===== config.mk =====
export PLATFORM = sky130hd
export DESIGN_NAME = sticky_slot_color_allocator
export DESIGN_NICKNAME = d
export VERILOG_FILES = /design/src/hw/rtl/ssca_pkg.sv /design/src/hw/rtl/ssca_dp.sv /design/src/hw/rtl/ssca_ctrl.sv /design/src/hw/rtl/sticky_slot_color_allocator.sv
export SDC_FILE = /design/constraint.sdc
export NUM_CORES = 1
export LEC_CHECK = 0
export BUFFER_PORTS_ARGS = -buffer_cell sky130_fd_sc_hd__clkbuf_2
export CORE_ASPECT_RATIO = 1.2
export CORE_MARGIN = 2
export CORE_UTILIZATION = 43
export DETAILED_ROUTE_END_ITERATION = 8
export GPL_ROUTABILITY_DRIVEN = 1
export SYNTH_ARGS = -nofsm -noshare
export SYNTH_HDL_FRONTEND = slang
export SYNTH_SLANG_ARGS = --single-unit

===== constraint.sdc =====
create_clock -name i_clk -period 4.29 [get_ports i_clk]
set_input_delay 0.858 -clock i_clk [delete_from_list [all_inputs] [get_ports i_clk]]
set_output_delay 0.858 -clock i_clk [all_outputs]
set_load 0.005 [all_outputs]

===== src/hw/rtl/ssca_pkg.sv =====
// Shared types and constants for the sticky slot color allocator.
package ssca_pkg;

    localparam int SLOTS_DEF  = 16;
    localparam int COLORS_DEF = 16;
    localparam int ID_W       = 31;
    localparam int OUT_W      = 4;

    typedef enum logic [1:0] {
        CMD_RESET   = 2'd0,
        CMD_ROUND   = 2'd1,
        CMD_RESERVE = 2'd2,
        CMD_CLAIM   = 2'd3
    } t_cmd;

    typedef struct packed {
        logic load;
        logic exec;
        logic reserve;
        logic pick;
        logic commit;
    } t_dp_cmd;

endpackage


===== src/hw/rtl/ssca_dp.sv =====
// Datapath of the allocator: slot table, scan vectors, color search and result registers.
module ssca_dp
    import ssca_pkg::*;
#(
    parameter int SLOTS  = SLOTS_DEF,
    parameter int COLORS = COLORS_DEF
) (
    input  logic             i_clk,
    input  logic             i_rst_n,
    input  t_dp_cmd          i_ctrl,
    output t_cmd             o_cmd,
    input  t_cmd             i_cmd,
    input  logic [ID_W-1:0]  i_client_id,
    output logic [OUT_W-1:0] o_slot_index,
    output logic [OUT_W-1:0] o_color_index,
    output logic             o_was_present,
    output logic             o_claim_ok
);

    localparam int SW     = (SLOTS > 1) ? $clog2(SLOTS) : 1;
    localparam int CW     = $clog2(SLOTS + 1);
    localparam int KW     = $clog2(COLORS);
    localparam int WSW    = $clog2(ID_W * (COLORS - 1) + 1);
    localparam int RSTEPS = $clog2(ID_W + 1);

    function automatic logic [KW-1:0] pow2_mod(input int j);
        int w;
        w = 1;
        for (int k = 0; k < j; k++) begin
            w = w * 2;
            if (w >= COLORS) begin
                w = w - COLORS;
            end
        end
        return KW'(w);
    endfunction

    logic [ID_W-1:0]   r_client [SLOTS];
    logic [KW-1:0]     r_color  [SLOTS];
    logic [SLOTS-1:0]  r_active;
    logic [CW-1:0]     r_count;

    t_cmd              r_cmd;
    logic [ID_W-1:0]   r_id;
    logic [WSW-1:0]    r_wsum;
    logic [SLOTS-1:0]  r_match;
    logic [SLOTS-1:0]  r_inact;
    logic [COLORS-1:0] r_used;
    logic [KW-1:0]     r_base;
    logic              r_hit;
    logic [SW-1:0]     r_hit_idx;
    logic              r_free_v;
    logic [SW-1:0]     r_free_idx;
    logic [KW-1:0]     r_newcolor;
    logic [OUT_W-1:0]  r_slot_index;
    logic [OUT_W-1:0]  r_color_index;
    logic              r_was_present;
    logic              r_claim_ok;

    logic [WSW-1:0]    n_wsum;
    logic [SLOTS-1:0]  n_match;
    logic [SLOTS-1:0]  n_inact;
    logic [COLORS-1:0] n_used;
    logic [KW-1:0]     n_base;
    logic              n_hit;
    logic [SW-1:0]     n_hit_idx;
    logic              n_free_v;
    logic [SW-1:0]     n_free_idx;
    logic [KW-1:0]     n_newcolor;
    logic [OUT_W-1:0]  n_slot_index;
    logic [OUT_W-1:0]  n_color_index;
    logic              n_was_present;
    logic              n_claim_ok;
    logic              wr_en;
    logic              grow;
    logic [SW-1:0]     wr_idx;
    logic [SLOTS-1:0]  in_use;

    // The residue of the ID is formed as a weighted sum of its bits, then reduced.
    always_comb begin
        n_wsum = '0;
        for (int j = 0; j < ID_W; j++) begin
            if (i_client_id[j]) begin
                n_wsum = n_wsum + WSW'(pow2_mod(j));
            end
        end
    end

    always_comb begin
        logic [WSW:0] red;
        red = {1'b0, r_wsum};
        for (int k = RSTEPS - 1; k >= 0; k--) begin
            if (red >= (WSW + 1)'(COLORS << k)) begin
                red = red - (WSW + 1)'(COLORS << k);
            end
        end
        n_base = red[KW-1:0];
    end

    always_comb begin
        n_used = '0;
        for (int i = 0; i < SLOTS; i++) begin
            in_use[i]  = (CW'(i) < r_count);
            n_match[i] = in_use[i] && (r_client[i] == r_id);
            n_inact[i] = in_use[i] && !r_active[i];
            if (in_use[i] && r_active[i]) begin
                n_used[r_color[i]] = 1'b1;
            end
        end
    end

    always_comb begin
        n_hit      = 1'b0;
        n_hit_idx  = '0;
        n_free_v   = 1'b0;
        n_free_idx = '0;
        for (int i = SLOTS - 1; i >= 0; i--) begin
            if (r_match[i]) begin
                n_hit     = 1'b1;
                n_hit_idx = SW'(i);
            end
            if (r_inact[i]) begin
                n_free_v   = 1'b1;
                n_free_idx = SW'(i);
            end
        end
    end

    always_comb begin
        logic [KW:0] cand;
        logic        found;
        n_newcolor = r_base;
        found      = 1'b0;
        for (int c = 0; c < COLORS; c++) begin
            cand = {1'b0, r_base} + (KW + 1)'(c);
            if (cand >= (KW + 1)'(COLORS)) begin
                cand = cand - (KW + 1)'(COLORS);
            end
            if (!found && !r_used[cand[KW-1:0]]) begin
                n_newcolor = cand[KW-1:0];
                found      = 1'b1;
            end
        end
    end

    always_comb begin
        logic [SW+OUT_W-1:0] slot_ext;
        logic [KW+OUT_W-1:0] color_ext;
        wr_en         = 1'b0;
        grow          = 1'b0;
        wr_idx        = '0;
        slot_ext      = '0;
        color_ext     = '0;
        n_was_present = 1'b0;
        n_claim_ok    = 1'b0;
        if (r_hit) begin
            slot_ext      = {{OUT_W{1'b0}}, r_hit_idx};
            color_ext     = {{OUT_W{1'b0}}, r_color[r_hit_idx]};
            n_was_present = 1'b1;
            n_claim_ok    = 1'b1;
        end else begin
            if (r_free_v) begin
                wr_en  = 1'b1;
                wr_idx = r_free_idx;
            end else if (r_count < CW'(SLOTS)) begin
                wr_en  = 1'b1;
                grow   = 1'b1;
                wr_idx = r_count[SW-1:0];
            end
            if (wr_en) begin
                slot_ext   = {{OUT_W{1'b0}}, wr_idx};
                color_ext  = {{OUT_W{1'b0}}, r_newcolor};
                n_claim_ok = 1'b1;
            end
        end
        n_slot_index  = slot_ext[OUT_W-1:0];
        n_color_index = color_ext[OUT_W-1:0];
    end

    always_ff @(posedge i_clk) begin
        if (!i_rst_n) begin
            r_count <= '0;
        end else if (i_ctrl.exec && r_cmd == CMD_RESET) begin
            r_count <= '0;
        end else if (i_ctrl.commit && grow) begin
            r_count <= r_count + CW'(1);
        end
    end

    always_ff @(posedge i_clk) begin
        if (i_ctrl.load) begin
            r_cmd  <= i_cmd;
            r_id   <= i_client_id;
            r_wsum <= n_wsum;
        end
        if (i_ctrl.exec) begin
            r_match <= n_match;
            r_inact <= n_inact;
            r_used  <= n_used;
            r_base  <= n_base;
        end
        if (i_ctrl.pick) begin
            r_hit      <= n_hit;
            r_hit_idx  <= n_hit_idx;
            r_free_v   <= n_free_v;
            r_free_idx <= n_free_idx;
            r_newcolor <= n_newcolor;
        end
        if (i_ctrl.commit) begin
            r_slot_index  <= n_slot_index;
            r_color_index <= n_color_index;
            r_was_present <= n_was_present;
            r_claim_ok    <= n_claim_ok;
        end
    end

    always_ff @(posedge i_clk) begin
        for (int i = 0; i < SLOTS; i++) begin
            if (i_ctrl.exec && r_cmd == CMD_ROUND && in_use[i]) begin
                r_active[i] <= 1'b0;
            end else if (i_ctrl.reserve && r_match[i]) begin
                r_active[i] <= 1'b1;
            end else if (i_ctrl.commit && wr_en && wr_idx == SW'(i)) begin
                r_active[i] <= 1'b1;
                r_client[i] <= r_id;
                r_color[i]  <= r_newcolor;
            end
        end
    end

    assign o_cmd         = r_cmd;
    assign o_slot_index  = r_slot_index;
    assign o_color_index = r_color_index;
    assign o_was_present = r_was_present;
    assign o_claim_ok    = r_claim_ok;

endmodule


===== src/hw/rtl/ssca_ctrl.sv =====
// Controller state machine of the allocator: sequences each command through the datapath.
module ssca_ctrl
    import ssca_pkg::*;
(
    input  logic    i_clk,
    input  logic    i_rst_n,
    input  logic    start,
    output logic    busy,
    input  t_cmd    i_status,
    output t_dp_cmd o_ctrl,
    output logic    o_valid
);

    typedef enum logic [2:0] {
        S_IDLE,
        S_EXEC,
        S_RESV,
        S_PICK,
        S_WRITE
    } t_state;

    t_state r_state;
    t_state n_state;
    logic   r_valid;

    always_ff @(posedge i_clk) begin
        if (!i_rst_n) begin
            r_state <= S_IDLE;
            r_valid <= 1'b0;
        end else begin
            r_state <= n_state;
            r_valid <= (r_state == S_WRITE);
        end
    end

    always_comb begin
        n_state = r_state;
        o_ctrl  = '0;
        unique case (r_state)
            S_IDLE: begin
                if (start) begin
                    o_ctrl.load = 1'b1;
                    n_state     = S_EXEC;
                end
            end
            S_EXEC: begin
                o_ctrl.exec = 1'b1;
                unique case (i_status) inside
                    CMD_CLAIM:            n_state = S_PICK;
                    CMD_RESERVE:          n_state = S_RESV;
                    CMD_RESET, CMD_ROUND: n_state = S_IDLE;
                    default:              n_state = S_IDLE;
                endcase
            end
            S_RESV: begin
                o_ctrl.reserve = 1'b1;
                n_state        = S_IDLE;
            end
            S_PICK: begin
                o_ctrl.pick = 1'b1;
                n_state     = S_WRITE;
            end
            S_WRITE: begin
                o_ctrl.commit = 1'b1;
                n_state       = S_IDLE;
            end
            default: n_state = S_IDLE;
        endcase
    end

    assign busy    = (r_state != S_IDLE);
    assign o_valid = r_valid;

    a_accept_exec: assert property (@(posedge i_clk) disable iff (!i_rst_n)
        start && !busy |=> r_state == S_EXEC)
        else $error("accepted command did not enter the execute step");

    a_pick_write: assert property (@(posedge i_clk) disable iff (!i_rst_n)
        r_state == S_PICK |=> r_state == S_WRITE)
        else $error("claim selection was not followed by the table write");

    a_valid_idle: assert property (@(posedge i_clk) disable iff (!i_rst_n)
        r_valid |-> !busy)
        else $error("result strobe raised while a command is in progress");

    a_resv_cmd: assert property (@(posedge i_clk) disable iff (!i_rst_n)
        r_state == S_RESV |-> i_status == CMD_RESERVE)
        else $error("reserve step entered for another command");

endmodule


===== src/hw/rtl/sticky_slot_color_allocator.sv =====
// Top level of the sticky slot color allocator: controller and datapath.
// A command transfer happens when start is high while busy is low, and busy then stays high
// until the command is through its last step. The controller walks each command through a
// table compare step; reset table and begin round end there, a reserve adds a reserve mark
// step, and a claim adds a priority select and color search step and a table write step.
// Only a claim gives a result: o_valid is high for exactly one cycle, the cycle right after
// the claim completes, and the result fields are valid with it. The receiver cannot hold a
// result off, so it must take every result in that cycle.
module sticky_slot_color_allocator
    import ssca_pkg::*;
#(
    parameter int SLOTS  = SLOTS_DEF,
    parameter int COLORS = COLORS_DEF
) (
    input  logic             i_clk,
    input  logic             i_rst_n,
    input  logic             start,
    output logic             busy,
    input  logic [1:0]       i_cmd,
    input  logic [ID_W-1:0]  i_client_id,
    output logic             o_valid,
    output logic [OUT_W-1:0] o_slot_index,
    output logic [OUT_W-1:0] o_color_index,
    output logic             o_was_present,
    output logic             o_claim_ok
);

    t_dp_cmd ctrl;
    t_cmd    status;

    ssca_ctrl u_ctrl (
        .i_clk    (i_clk),
        .i_rst_n  (i_rst_n),
        .start    (start),
        .busy     (busy),
        .i_status (status),
        .o_ctrl   (ctrl),
        .o_valid  (o_valid)
    );

    ssca_dp #(
        .SLOTS  (SLOTS),
        .COLORS (COLORS)
    ) u_dp (
        .i_clk         (i_clk),
        .i_rst_n       (i_rst_n),
        .i_ctrl        (ctrl),
        .o_cmd         (status),
        .i_cmd         (t_cmd'(i_cmd)),
        .i_client_id   (i_client_id),
        .o_slot_index  (o_slot_index),
        .o_color_index (o_color_index),
        .o_was_present (o_was_present),
        .o_claim_ok    (o_claim_ok)
    );

endmodule


Word level (Yosys, flattened, before mapping)
Memories as Yosys holds them, arrays and structs flattened.
Index checks and enable logic that the tools add are counted.
{ "totals": {"wordCells": 2322, "input_bits": 36, "out_inout_bits": 12, "mem_bits_rw": 560, "reg_bits": 143, "n_memories": 2} }
{ "classes": {"n_bitwise": 16, "n_lt_le_gt_ge": 437, "muxes": 1134, "n_eq_ne": 39, "n_addsub": 418, "reduce_logical": 235} }
{ "mem_list": {"columns": ["memory", "words", "width", "rd", "rd_clocked_by_memory_dff", "wr", "line", "text"], "rows": [
  ["u_dp.r_client", 16, 31, 16, 0, 1, "ssca_dp.sv:38", "logic [ID_W-1:0] r_client [SLOTS];"],
  ["u_dp.r_color", 16, 4, 17, 0, 1, "ssca_dp.sv:39", "logic [KW-1:0] r_color [SLOTS];"]
]} }
{ "ops": {"columns": ["cell", "n"], "rows": [
  ["31-bit two-way mux", 691],
  ["32-bit by 6-bit >= comparator with 1-bit output, second input constant", 351],
  ["31-bit by 6-bit subtractor with 31-bit output, second input constant", 325],
  ["4-bit two-way mux", 154],
  ["31-bit == test", 16],
  ["31-bit OR reduction", 15],
  ["9-bit two-way mux", 30],
  ["16-bit two-way mux", 16],
  ["9-bit by 4-bit adder with 9-bit output", 27],
  ["16-bit bitwise OR", 15],
  ["1-bit two-way mux", 192],
  ["4-bit by 1-bit subtractor with 4-bit output, second input constant", 43],
  ["4-bit by 5-bit less-than comparator with 1-bit output, second input constant", 32],
  ["1-bit logical AND", 131],
  ["5-bit >= comparator, second input constant", 15],
  ["4-bit OR reduction", 17],
  ["1-bit binary-select mux with 4-bit select", 16],
  ["1-bit demux with 4-bit select", 16],
  ["4-bit by 1-bit >= comparator with 1-bit output, second input constant", 16],
  ["1-bit zero test", 45],
  ["4-bit by 4-bit adder with 5-bit output, second input constant", 8],
  ["4-bit by 5-bit less-than comparator with 1-bit output, first input constant", 8],
  ["10-bit two-way mux", 4],
  ["4-bit == test, second input constant", 8],
  ["other kinds (43)", 88]
]} }

Depth between registers and ports, before layout
{ "logic_depth": {"ltp_word": 81, "ltp_mapped": 15, "ltp_nobuf": 11} }

Modules after synthesis
Synthesis repeated with hierarchy kept, for this count alone.
{ "hier_totals": {"cells_unflattened": 2425, "area_unflattened_um2": 32859.0} }
{ "by_module_without_submodules": {"columns": ["mod", "cells_per_inst", "seq_area_each_um2", "instances", "area_per_inst_um2"], "rows": [
  ["ssca_dp", 2406, 20509.7, 1, 32666.3],
  ["ssca_ctrl", 19, 80.1, 1, 192.7]
]} }

Worst setup path after synthesis
Ideal clock, no wire load.
{ "synth_path": {"kind": "flip-flop to flip-flop", "start": "register u_dp.r_base[1]", "end": "register u_dp.r_newcolor[2] (data pin)", "path_buffers": 3, "path_stages_with_launch": 15, "slack_ns": 0.284, "arrival_time_ns": 3.849, "setup_ns": 0.157, "cell_sequence": "edfxtp_1 > buf_2 > buf_1 > clkinv_1 > ha_1 > buf_6 > mux4_1 > mux2i_2 > mux2i_2 > mux2_1 > a22oi_1 > nor2_1 > o311a_1 > a31o_1 > a32oi_1"} }
{ "synth_via": {"elab_chain_len": 50, "elab_cells_between_ends": 170, "cone_classes": "add/sub: 31; order compare: 16; mux: 79; reduce/logical: 44"} }
{ "synth_rtl": {"columns": ["item", "line", "text"], "rows": [
  ["start: declaration", "ssca_dp.sv:49", "logic [KW-1:0] r_base;"],
  ["start signal: assignment", "ssca_dp.sv:200", "r_base <= n_base;"],
  ["4-bit by 1-bit adder with 5-bit output", "ssca_dp.sv:135", "cand = {1'b0, r_base} + (KW + 1)'(c);"],
  ["4-bit by 1-bit subtractor with 4-bit output / 5-bit >= comparator (equally long branches)", "ssca_dp.sv:137, ssca_dp.sv:136", null],
  ["4-bit two-way mux", "ssca_dp.sv:136", "if (cand >= (KW + 1)'(COLORS)) begin"],
  ["1-bit binary-select mux with 4-bit select", "ssca_dp.sv:139", "if (!found && !r_used[cand[KW-1:0]]) begin"],
  ["1-bit two-way mux (implied by the code)", "ssca_dp.sv:139", null],
  ["1-bit zero test", "ssca_dp.sv:139", null],
  ["1-bit logical AND", "ssca_dp.sv:139", null],
  ["1-bit two-way mux", "ssca_dp.sv:139", null],
  ["(+35 left out)", null, null],
  ["1-bit two-way mux", "ssca_dp.sv:139", null],
  ["1-bit zero test", "ssca_dp.sv:139", null],
  ["1-bit logical AND", "ssca_dp.sv:139", null],
  ["1-bit two-way mux", "ssca_dp.sv:139", null],
  ["1-bit zero test", "ssca_dp.sv:139", null],
  ["1-bit logical AND", "ssca_dp.sv:139", null],
  ["4-bit two-way mux *", "ssca_dp.sv:139", null],
  ["via u_dp.n_newcolor[2]", "ssca_dp.sv:69", "logic [KW-1:0] n_newcolor;"],
  ["end signal: assignment", "ssca_dp.sv:207", "r_newcolor <= n_newcolor;"],
  ["end: declaration", "ssca_dp.sv:54", "logic [KW-1:0] r_newcolor;"]
]} }
Mark *: on every way through the listed nets, which the timed path passes. The rest lies on a longest branch. The select of a mux whose other input is x is not followed.
A chain may end at the register's enable or synchronous reset.

Worst setup path after layout
{ "layout_path": {"start": "register u_dp.r_base[2]", "end": "register u_dp.r_newcolor[0] (data pin)"} }
Same word-level chain as after synthesis.

==> results.sh <==
export IMPL_required_ps=4620
export IMPL_synthArstFlopShare_pct=0
export IMPL_synth_xor_area_share_pct=13.75
export IMPL_fill_cells=6728
export IMPL_hold_class="in2reg"
export IMPL_dp_slack_ps=591.2
export IMPL_cp_end_kind="flop"
export IMPL_wl_met3_um=4300
export IMPL_drcViolationCount=0
export IMPL_highest_layer="met4"
export IMPL_m1WireLength_um=39090
export IMPL_timing_hold_ws_ps=410.0
export IMPL_io_pins=48
export IMPL_dr_pass1_iters=7
export IMPL_gr_usage_all_layers_pct=24.04
export IMPL_syn_cell_area_sq_um=32870
export IMPL_place_congestion=0.9067
export IMPL_grt_pass1_vias=20890
export IMPL_die_h_um=306.9
export IMPL_routedWlPerCell_um=26.35
export IMPL_dpl_cell_count=3475
export IMPL_post_dp_hpwl_um=66910
export IMPL_status="complete, no violations"
export IMPL_wl_met2_um=48160
export IMPL_leakage_nw=12.35
export IMPL_fin_worst_skew_ps=24.98
export IMPL_fin_setup_tns_ps=0
export IMPL_cts_htree_levels=3
export IMPL_start_util_pct=43.19
export IMPL_fin_crit_ps=3791
export IMPL_power_total_mw=15.01
export IMPL_wl_um=94850
export IMPL_die_area_sq_um=78680
export IMPL_slew_violations=0
export IMPL_clock_path_buffers=3
export IMPL_synth_edff_count=669
export IMPL_clk_pin_slew_ps=60
export IMPL_clkLatencyLatePin_ps=620
export IMPL_synth_nets=2440
export IMPL_critPathKind="reg2reg"
export IMPL_max_cap_violations=0
export IMPL_synth_top_area_share_pct=61.12
export IMPL_ir_drop_mv=0.3490
export IMPL_die_w_um=256.4
export IMPL_hold_violations=0
export IMPL_syn_avg_cell_area_sq_um=13.72
export IMPL_overflow=0
export IMPL_p_per_area_nw_per_um2=402.9
export IMPL_cts_root_buf="clkbuf_16"
export IMPL_arrival_ps=4120
export IMPL_slew_limit_headroom_pct=13.03
export IMPL_critPathMaxFanout=20
export IMPL_synthAdderAreaFrac_pct=0.3045
export IMPL_syn_inst=2396
export IMPL_synth_cell_types=87
export IMPL_setup_slack_ps=498.8
export IMPL_synth_mux_area_share_pct=4.614
export IMPL_tritoncts="built"
export IMPL_antenna_found_initial=0
export IMPL_cts_sinks=694
export IMPL_cts_hold_buf=0
export IMPL_start_kind="flop"
export IMPL_synthTopCellsByArea="edfxtp_1 61%, xor2_1 12%, mux4_2 2.8%"
export IMPL_fmax_mhz=263.8
export IMPL_viasPerCell=5.807
export IMPL_postCtsSetupBuffers=0
export IMPL_fin_crit_sh_pct=88.37
export IMPL_cts_repair_resized=0
export IMPL_ys_ff_latch=694
export IMPL_num_rows=111
export IMPL_drt_initial_drc_count=1744
export IMPL_stdcell_count=3600
export IMPL_io_buffers=47
export IMPL_synth_compound_area_share_pct=5.729
export IMPL_grt_pass1_wl_um=140300
export IMPL_ys_seq_area_share_pct=62.64
export IMPL_synth_top_family_by_area="XOR/XNOR gates"
export IMPL_core_sq_um=76110
export IMPL_rsz0062_at_grt="no"
export IMPL_vias=20910
export IMPL_ant_nets=0
export IMPL_drive_gt1_share_pct=14.05
export IMPL_setup_violations_final=0
export IMPL_synthSimpleGateAreaFrac_pct=11.24
export IMPL_diodes=0
export IMPL_syn_to_final_growth_pct=13.35
export IMPL_synth_ff_type="edfxtp_1"
export IMPL_tightest_slew_ps=1291
export IMPL_cts_buffers=72
export IMPL_fin_nets=2576
export IMPL_yosysWarnings=0
export IMPL_grt_max_degree=40
export IMPL_synth_top_cell_by_area="edfxtp_1"
[state kept, by name, indices dropped and copies added, names as in the netlist, 2 cells and up]
signal,count
u_dp.r_client,496
u_dp.r_color,64
u_dp.r_id,31
u_dp.r_active,16
u_dp.r_inact,16
u_dp.r_match,16
u_dp.r_used,16
u_dp.r_count,5
u_dp.o_color_index,4
u_dp.o_slot_index,4
u_dp.r_base,4
u_dp.r_free_idx,4
u_dp.r_hit_idx,4
u_dp.r_newcolor,4
u_ctrl.r_state,3
u_dp.o_cmd,2
[synthesized netlist by cell type (22+ instances only)]
cell and number:
a211oi_1 22, a21oi_1 63, clkbuf_1 69, dfxtp_1 25
edfxtp_1 669, inv_1 22, mux4_2 41, nand2_1 118
nand2b_1 44, nand3_1 36, nand4_1 56, nor2_1 139
nor2b_1 28, nor3_1 79, nor4_1 125, o21ai_0 27
o22ai_1 61, xnor2_1 65, xor2_1 439
[path summary, 6_finish.rpt]
kind / from / to / slack, ps / depth (start not counted)
setup / recovery: u_dp.r_base[2]$_DFFE_PN_ / u_dp.r_newcolor[0]$_DFFE_PP_ / 500 / 12
hold / removal: i_client_id[21] / u_dp.r_id[21]$_DFFE_PP_ / 410 / 1
setup reg to reg: u_dp.r_base[2]$_DFFE_PN_ / u_dp.r_newcolor[0]$_DFFE_PP_ / 500 / 12
hold reg to reg: u_dp.r_active[8]$_SDFFE_PP0P_ / u_dp.r_active[8]$_SDFFE_PP0P_ / 520 / 2
[metal layers]
metal / global-route usage, % / up-vias
met2: 42.09 / 667
li1: - / 9393
met4: 8.559 / 0
met3: 3.140 / 178
met1: 30.68 / 10670
met5: 0 / -
[layout make-up]
class                      instances  area [sq um]  share of cell area, %
timing repair buffer             161          1154                  3.096
sequential                       694         20590                  55.26
inverter                          26         97.59                 0.2619
clock inverter                    40         407.9                  1.095
tap                             1017          1272                  3.415
clock buffer                      85          1891                  5.074
multi-input combinational       1577         11850                  31.80
[layout by cell type, fill, tap and decap left out, types with 25 or more instances in the layout]
cell type / netlist / layout
edfxtp_1: 669 / 669
clkbuf_16: 0 / 72
clkbuf_2: 0 / 47
nor2b_1: 28 / 28
nand2b_1: 44 / 44
nand2_1: 118 / 118
nand4_1: 56 / 56
nor4_1: 125 / 125
xor2_1: 439 / 439
mux4_2: 41 / 41
o22ai_1: 61 / 61
nor3_1: 79 / 78
xnor2_1: 65 / 65
buf_4: 1 / 109
nor2_1: 139 / 123
nand3_1: 36 / 36
a21oi_1: 63 / 63
dfxtp_1: 25 / 25
o21ai_0: 27 / 27
[stage by stage]
stage / utilization (%) / instance area (sq um)
5_1_grt: 48.95 / 37260
2_1_floorplan: - / 32870
3_3_place_gp: 45.93 / 34960
3_5_place_dp: 45.93 / 34960
6_report: 48.95 / 37260
4_1_cts: 48.95 / 37260
[cell families (layout without fill, tap and decap cells)]
kind of cell               Yosys count  after routing
and+or+nand+nor                    698            698
DFF                                694            694
xor gates and xnor gates           509            509
AOI/OAI and AO/OA                  279            279
buffers and inverters              125            312
muxes                               83             83
adders and majority gates            8              8
[report_power, final]
part	internal, mW	switching (mW)	total, mW
combinational	0.437	0.675	1.11
sequential	7.53	0.222	7.76
clock	3.48	2.66	6.14
[worst max-delay path: stages (launching register included)]
cell and delay [ps]:
edfxtp_1 350, buf_4 310, ha_1 390, a21boi_1 150, nor2_1 410, nor3_1 140
buf_4 180, nor4_4 350, nand3_2 270, nor3_4 330, nand2_2 100, o2111ai_1 400
xnor2_1 140
No activity file was read; power rests on OpenSTA's default activity.
